===== config.mk =====
export PLATFORM = sky130hd
export DESIGN_NAME = trm_exec
export DESIGN_NICKNAME = d
export VERILOG_FILES = /design/src/trm_pkg.sv /design/src/trm_exec.sv
export SDC_FILE = /design/constraint.sdc
export NUM_CORES = 1
export LEC_CHECK = 0
export ABC_AREA = 0
export BUFFER_PORTS_ARGS = -buffer_cell sky130_fd_sc_hd__buf_2
export CAP_MARGIN = 20
export CORE_MARGIN = 10
export CORE_UTILIZATION = 43
export DETAILED_ROUTE_END_ITERATION = 8
export GPL_TIMING_DRIVEN = 0
export PLACE_DENSITY = 0.89
export SYNTH_ARGS = -nofsm -noshare
export SYNTH_HDL_FRONTEND = slang
export SYNTH_SLANG_ARGS = --single-unit

===== constraint.sdc =====
create_clock -name vclk -period 4.2
set_clock_uncertainty 0.2 [all_clocks]
set_input_delay 0.63 -clock vclk [all_inputs]
set_output_delay 0.63 -clock vclk [all_outputs]
set_load 0.1 [all_outputs]

===== src/trm_pkg.sv =====
// Shared types, command codes and helpers for the tiny register machine execute unit.
// Used by every module of the block but trm_checker; depends on nothing.
`default_nettype none

package trm_pkg;

   localparam int REG_COUNT      = 256;
   localparam int REG_ADDR_WIDTH = 8;
   localparam int WORD_WIDTH     = 16;

   typedef logic [REG_ADDR_WIDTH-1:0] reg_addr_type;
   typedef logic [WORD_WIDTH-1:0]     word_type;
   typedef logic [3:0]                cmd_type;

   localparam reg_addr_type FLAG_REG       = 8'hF1;
   localparam word_type     PROG_LEN_RESET = 16'hFFFF;

   localparam cmd_type CMD_NOP     = 4'd0;
   localparam cmd_type CMD_JMP     = 4'd1;
   localparam cmd_type CMD_JE      = 4'd2;
   localparam cmd_type CMD_MOV_REG = 4'd3;
   localparam cmd_type CMD_MOV_IMM = 4'd4;
   localparam cmd_type CMD_ADD_REG = 4'd5;
   localparam cmd_type CMD_ADD_IMM = 4'd6;
   localparam cmd_type CMD_CMP_REG = 4'd7;
   localparam cmd_type CMD_CMP_IMM = 4'd8;
   localparam cmd_type CMD_SYSC    = 4'd9;

   // Program counter steps per instruction length.
   localparam word_type ADV_SHORT = 16'd1;
   localparam word_type ADV_REG   = 16'd3;
   localparam word_type ADV_IMM   = 16'd4;

   typedef struct packed {
      logic         en;
      reg_addr_type addr;
      word_type     data;
   } wr_type;

   typedef struct packed {
      wr_type   wr;
      word_type next_pc;
      logic     fault;
      logic     overflow;
      logic     syscall_request;
      word_type call_number;
   } exec_type;

   function automatic logic reg_in_range(reg_addr_type addr);
      return {1'b0, addr} < (REG_ADDR_WIDTH+1)'(REG_COUNT);
   endfunction

endpackage

`default_nettype wire


===== src/trm_exec.sv =====
// Execute logic of the tiny register machine: decodes one command and forms the register
// write, the next program counter and the result flags. Depends on trm_pkg.
`default_nettype none

module trm_exec (
   input  wire trm_pkg::cmd_type      command,
   input  wire trm_pkg::reg_addr_type dst_reg,
   input  wire trm_pkg::word_type     imm,
   input  wire trm_pkg::word_type     opnd_a,
   input  wire trm_pkg::word_type     opnd_b,
   input  wire trm_pkg::word_type     flag,
   input  wire trm_pkg::word_type     pc,
   input  wire trm_pkg::word_type     program_length,
   output trm_pkg::exec_type          result
);

   logic [trm_pkg::WORD_WIDTH:0] sum;
   trm_pkg::word_type addend;
   trm_pkg::word_type advance;
   logic jumped;
   logic dst_ok;

   assign addend = (command == trm_pkg::CMD_ADD_REG) ? opnd_b : imm;
   assign sum    = {1'b0, opnd_a} + {1'b0, addend};
   assign dst_ok = trm_pkg::reg_in_range(dst_reg);

   always_comb begin
      result         = '0;
      result.wr.addr = dst_reg;
      advance        = trm_pkg::ADV_SHORT;
      jumped         = 1'b0;
      unique case (command)
         trm_pkg::CMD_JMP: begin
            jumped = 1'b1;
            if (imm >= program_length) begin
               result.fault   = 1'b1;
               result.next_pc = pc;
            end else begin
               result.next_pc = imm;
            end
         end
         trm_pkg::CMD_JE: begin
            if (flag != '0) begin
               jumped         = 1'b1;
               result.next_pc = imm;
            end else begin
               advance = trm_pkg::ADV_REG;
            end
         end
         trm_pkg::CMD_MOV_REG: begin
            result.wr.en   = dst_ok;
            result.wr.data = opnd_b;
            advance        = trm_pkg::ADV_REG;
         end
         trm_pkg::CMD_MOV_IMM: begin
            result.wr.en   = dst_ok;
            result.wr.data = imm;
            advance        = trm_pkg::ADV_IMM;
         end
         trm_pkg::CMD_ADD_REG, trm_pkg::CMD_ADD_IMM: begin
            // A carry out of the word keeps the destination as it was.
            result.overflow = sum[trm_pkg::WORD_WIDTH];
            result.wr.en    = dst_ok && !sum[trm_pkg::WORD_WIDTH];
            result.wr.data  = sum[trm_pkg::WORD_WIDTH-1:0];
            advance = (command == trm_pkg::CMD_ADD_REG) ? trm_pkg::ADV_REG : trm_pkg::ADV_IMM;
         end
         trm_pkg::CMD_CMP_REG: begin
            result.wr.en   = trm_pkg::reg_in_range(trm_pkg::FLAG_REG);
            result.wr.addr = trm_pkg::FLAG_REG;
            result.wr.data = trm_pkg::word_type'(opnd_a == opnd_b);
            advance        = trm_pkg::ADV_REG;
         end
         trm_pkg::CMD_CMP_IMM: begin
            result.wr.en   = trm_pkg::reg_in_range(trm_pkg::FLAG_REG);
            result.wr.addr = trm_pkg::FLAG_REG;
            result.wr.data = trm_pkg::word_type'(opnd_a == imm);
            advance        = trm_pkg::ADV_IMM;
         end
         trm_pkg::CMD_SYSC: begin
            result.syscall_request = 1'b1;
            result.call_number     = imm;
            advance                = trm_pkg::ADV_REG;
         end
         default: begin
            advance = trm_pkg::ADV_SHORT;
         end
      endcase
      if (!jumped) begin
         result.next_pc = pc + advance;
      end
   end

endmodule

`default_nettype wire


After elaboration in Yosys (flattened, before gate mapping)
Cells that the tools add are included.

Bitwise gates (word level): 0. Multiply operators: 0. Equal/unequal tests: 11. Add/sub/neg operators: 2. Reduce and logical (&&, ||, !) cells: 7. Shifts and indexed selects: 0. Mux-type cells: 17. Divide/modulo/power cells: 0. Order comparisons: 1.

Operators with widths (count): case mux 16 bit (5 select lines) (1); two-way mux 16 bit (4); == test 16 bit (2); case mux 16 bit (2 select lines) (1); adder 16 x 16 -> 17 bit (1); two-way mux 17 bit (1); adder 16 bit (1); == test 4 x 3 -> 1 bit (second input constant) (4); greater-or-equal comparator 16 bit (1); nonzero test 16 bit (1); case mux 3 bit (4 select lines) (1); == test 4 x 2 -> 1 bit (second input constant) (2); == test 4 bit (second input constant) (2); two-way mux 8 bit (1); OR reduction 2 bit (3); == test 4 x 1 -> 1 bit (second input constant) (1); two-way mux 1 bit (4); case mux 1 bit (2 select lines) (2); OR reduction 4 bit (1); two-way mux 3 bit (1); OR reduction 3 bit (1); two-way mux 2 bit (1); logical NOT 1 bit (1).

Memory bits (read-only): 0. Word-level logic and storage cells: 38. Memory bits (writable): 0. Output and inout bits: 60. Memories: 0. Register bits: 0. Bits in latches: 0.

Depth between registers and ports, before layout
Depth after elaboration: 5. Depth in mapped cells: 16. Mapped depth without buffers: 13.

Worst setup path before layout
Ideal clock, no wire load.

Kind: input -> output. Start: input port command[3]. End: output port result[47] (netlist name). Path slack: -2.223 ns. Arrival: 5.593 ns. Path buffers: 3. Data required time: 3.370 ns. Stages on the path: 16. Cell sequence: buf_2 -> or2b_1 -> clkbuf_1 -> nor2_2 -> buf_2 -> nand2_1 -> o21ai_0 -> ha_1 -> inv_1 -> fa_1 -> nor2b_1 -> o211ai_1 -> a31oi_1 -> o21ai_0 -> and3b_1 -> o31ai_1.

RTL lines: from (decl) (line trm_exec.sv:6) `input wire trm_pkg::cmd_type command,`; to (decl) (line trm_exec.sv:14) `output trm_pkg::exec_type result`.

==> impl_metrics.csv <==
group,metric,value,unit
run_status,violations,"setup timing",
setup_path,cp.required,3.37,ns
routing,antenna_left,0,
finish,nFlopsAndLatches,0,
finish,nets,786,
logic_synthesis,avgSynthCellArea,6.78,µm²
logic_synthesis,synth_top_cells_by_area,"ha_1 15%, o21ai_0 6.0%, xnor2_1 5.8%, a221o_1 5.3%, a21oi_1 5.0%",
routing,wl,15700,µm
placement,dpl.hpwl,11600,µm
logic_synthesis,synth-xor-area-share,0.0905,
routing,wl_per_cell,21.4,µm
finish,nFillCells,485,
logic_synthesis,synth.most_common_cell,"inv_1",
finish,final_area,5090,µm²
sta,final.min_clock_period,4.48,ns
sta,setup_ws,-0.285,ns
logic_synthesis,synth_cells,443,
finish,nClkBuffers,0,
placement,dpl_cell_area,4220,µm²
run_status,status,"complete, but fails checks",
logic_synthesis,synth_common_cells,"38 x inv_1, 36 x nand2_1, 36 x o21ai_0, 35 x ha_1, 30 x a21oi_1",
job,maxCapViolCount,0,
floorplanning,core_area,6790,µm²
logic_synthesis,synth-simple-area-share,0.278,
logic_synthesis,seq_area_frac_synth,0,
setup_path,worstPathArrival,3.65,ns
setup_path,cp_max_fo,4,
sta,max_freq,223,MHz
pwr,p_seq_frac,0,
routing,drtPass1Iterations,6,
floorplanning,die_w,104,µm
sta,rsz0062_at_grt,"yes",
sta,maxSlewViolCount,0,
finish,syn_to_final_growth,69.7,%
routing,drc,0,
sta,tightest_slew,0.910,ns
logic_synthesis,synth_top_family_by_area,"compound AO/OA/AOI/OAI gates",
routing,drtIter0Drc,423,
global_routing,overflow,0,
logic_synthesis,netlist_area,3000,µm²
logic_synthesis,synth_compound_area_frac,0.345,
logic_synthesis,synthAdderAreaFrac,0.159,
worst_hold_path,min_path_type,"in -> out",
setup_path,endpoint,"result[33]",
pwr,leakage,2.34,nW
logic_synthesis,muxShareOfSynthArea,0.0521,
pwr,p_int,0.319,mW
setup_path,worstSetupStartpointType,"input port",
global_routing,grt_max_degree,11,
setup_path,path_class,"in -> out",
setup_path,critical_path.startpoint,"flag[0]",
pwr,total_power,0.935,mW
setup_path,cp_slowest_stage_delay,0.37,ns
floorplanning,start_util,0.442,
finish,seqCellArea,0,µm²
global_routing,grt_pass1_wl,23000,µm
logic_synthesis,yosys_warnings,0,
sta,fin_crit_sh,1.07,
sta,setup_violations,15,
setup_path,cp_slowest_cell,"fa_2",
finish,multi_input_area,3290,µm²
floorplanning,rows,30,
global_routing,grtUsageTotal,0.248,
clock_network,cts_hold_buf,0,
global_routing,grt_pass1_vias,4731,
global_routing,antenna_found_initial,1,
pwr,p_clk_frac,0,
floorplanning,dieArea,10700,µm²
floorplanning,pin_count,168,
logic_synthesis,synth_top_cell_by_area,"ha_1",
routing,vias,4655,
pwr,peakVddDrop,151,µV
sta,maxSlewHeadroom,0.385,
placement,port_buffers,166,
setup_path,crit_chain,"buf_2 -> nor4_4 -> nand4_1 -> nor3b_2 -> a21oi_1 -> o21a_1 -> fa_2 -> nand2b_4 -> a211oi_4 -> nand3_2 -> or3_1 -> a21oi_2 -> a221o_2 -> buf_12",
worst_hold_path,min_from,"pc[15]",
floorplanning,die_h,104,µm
finish,drive_gt1_frac,0.480,
logic_synthesis,ys_types,56,
pwr,power_switching,0.616,mW
pwr,netSwitchingFraction,0.659,
pwr,power_density,184,nW/µm²
sta,hold_viol,0,
logic_synthesis,synth.net_count,588,
setup_path,cp-end-kind,"output pin",
pwr,p_comb_frac,1.000,
routing,viasPerCell,6.32,
placement,gp_congestion,0.929,
logic_synthesis,synth_top_area_share,0.146,
-- power by group through the flow --
stage / sequential, mW / clock [mW] / combinational [mW]
global placement: 0 / 0 / 0.765
CTS: 0 / 0 / 0.872
detailed placement: 0 / 0 / 0.783
floorplan: 0 / 0 / 0.594
global route: 0 / 0.0000000318 / 0.978
finish: 0 / 0.0000000318 / 0.935
-- area by class of cell --
class / count / area share
multi-input combinational: 389 / 0.646
inverter: 38 / 0.0280
buffer: 14 / 0.0226
timing repair buffer: 198 / 0.279
antenna: 1 / 0.000491
tap: 96 / 0.0236
-- worst max-delay path, delay by kind of cell --
kind                     cells  cell delay [ns]
adder cells (fa/ha/maj)      1             0.37
AO/OA/AOI/OAI                5             0.90
buffers and inverters        2             0.30
AND/OR/NAND/NOR              6             1.45
-- how the worst min path moves through the flow --
stage,endpoint,cells after the start
floorplan,result[50],2
global placement,result[52],3
detailed placement,result[52],3
CTS,result[34],3
global route,result[34],3
finish,result[34],3
-- cells in the final DEF (no fill, tap or decap), types with 8 or more instances in the layout --
cell type	instances
buf_12	16
o21ai_0	16
ha_1	27
nor3_1	12
a221o_1	11
mux2_2	11
inv_1	36
nand2_1	32
xor2_1	11
buf_2	139
nand3_1	10
nor2_1	19
xnor2_1	18
nand4_1	10
o21ai_1	8
a21oi_1	21
buf_6	15
buf_4	31
or2_2	9
and2_1	19
o21ai_4	9
a22oi_1	15
-- cell families (layout without fill, tap and decap cells) --
| kind of cell | Yosys count | in the layout |
|---|---|---|
| multiplexers | 14 | 14 |
| AND/OR/NAND/NOR | 157 | 157 |
| AO/OA/AOI/OAI | 150 | 150 |
| buffers and inverters | 54 | 250 |
| XOR/XNOR | 31 | 31 |
| other | 0 | 1 |
| adder cells (fa/ha/maj) | 37 | 37 |
-- metrics by stage --
step	cells	hold slack (ns)	util	worst slack (ns)	setup TNS, ns
2_1_floorplan	443	1.39	-	-0.459	-2.21
3_3_place_gp	705	1.55	0.617	-0.673	-7.90
3_5_place_dp	706	1.56	0.621	-0.717	-9.11
4_1_cts	731	1.50	0.707	-0.137	-0.452
5_1_grt	736	1.54	0.750	-0.482	-4.60
6_report	736	1.51	0.750	-0.285	-1.70
-- routing by layer --
layer,GRT usage,share of wire,vias to the layer above
met5,0,0,-
met4,0.0958,0.052,0
met3,0.0638,0.11,87
met2,0.431,0.46,352
met1,0.281,0.37,2166
li1,-,-,2050
-- what timing repair did --
item / in CTS / in global routing
setup buffers: 26 / 5
gates resized for setup: 102 / 64
pin swaps: 23 / 21
setup endpoints to repair: 25 / 28
Power figures use the tool's default switching activity.
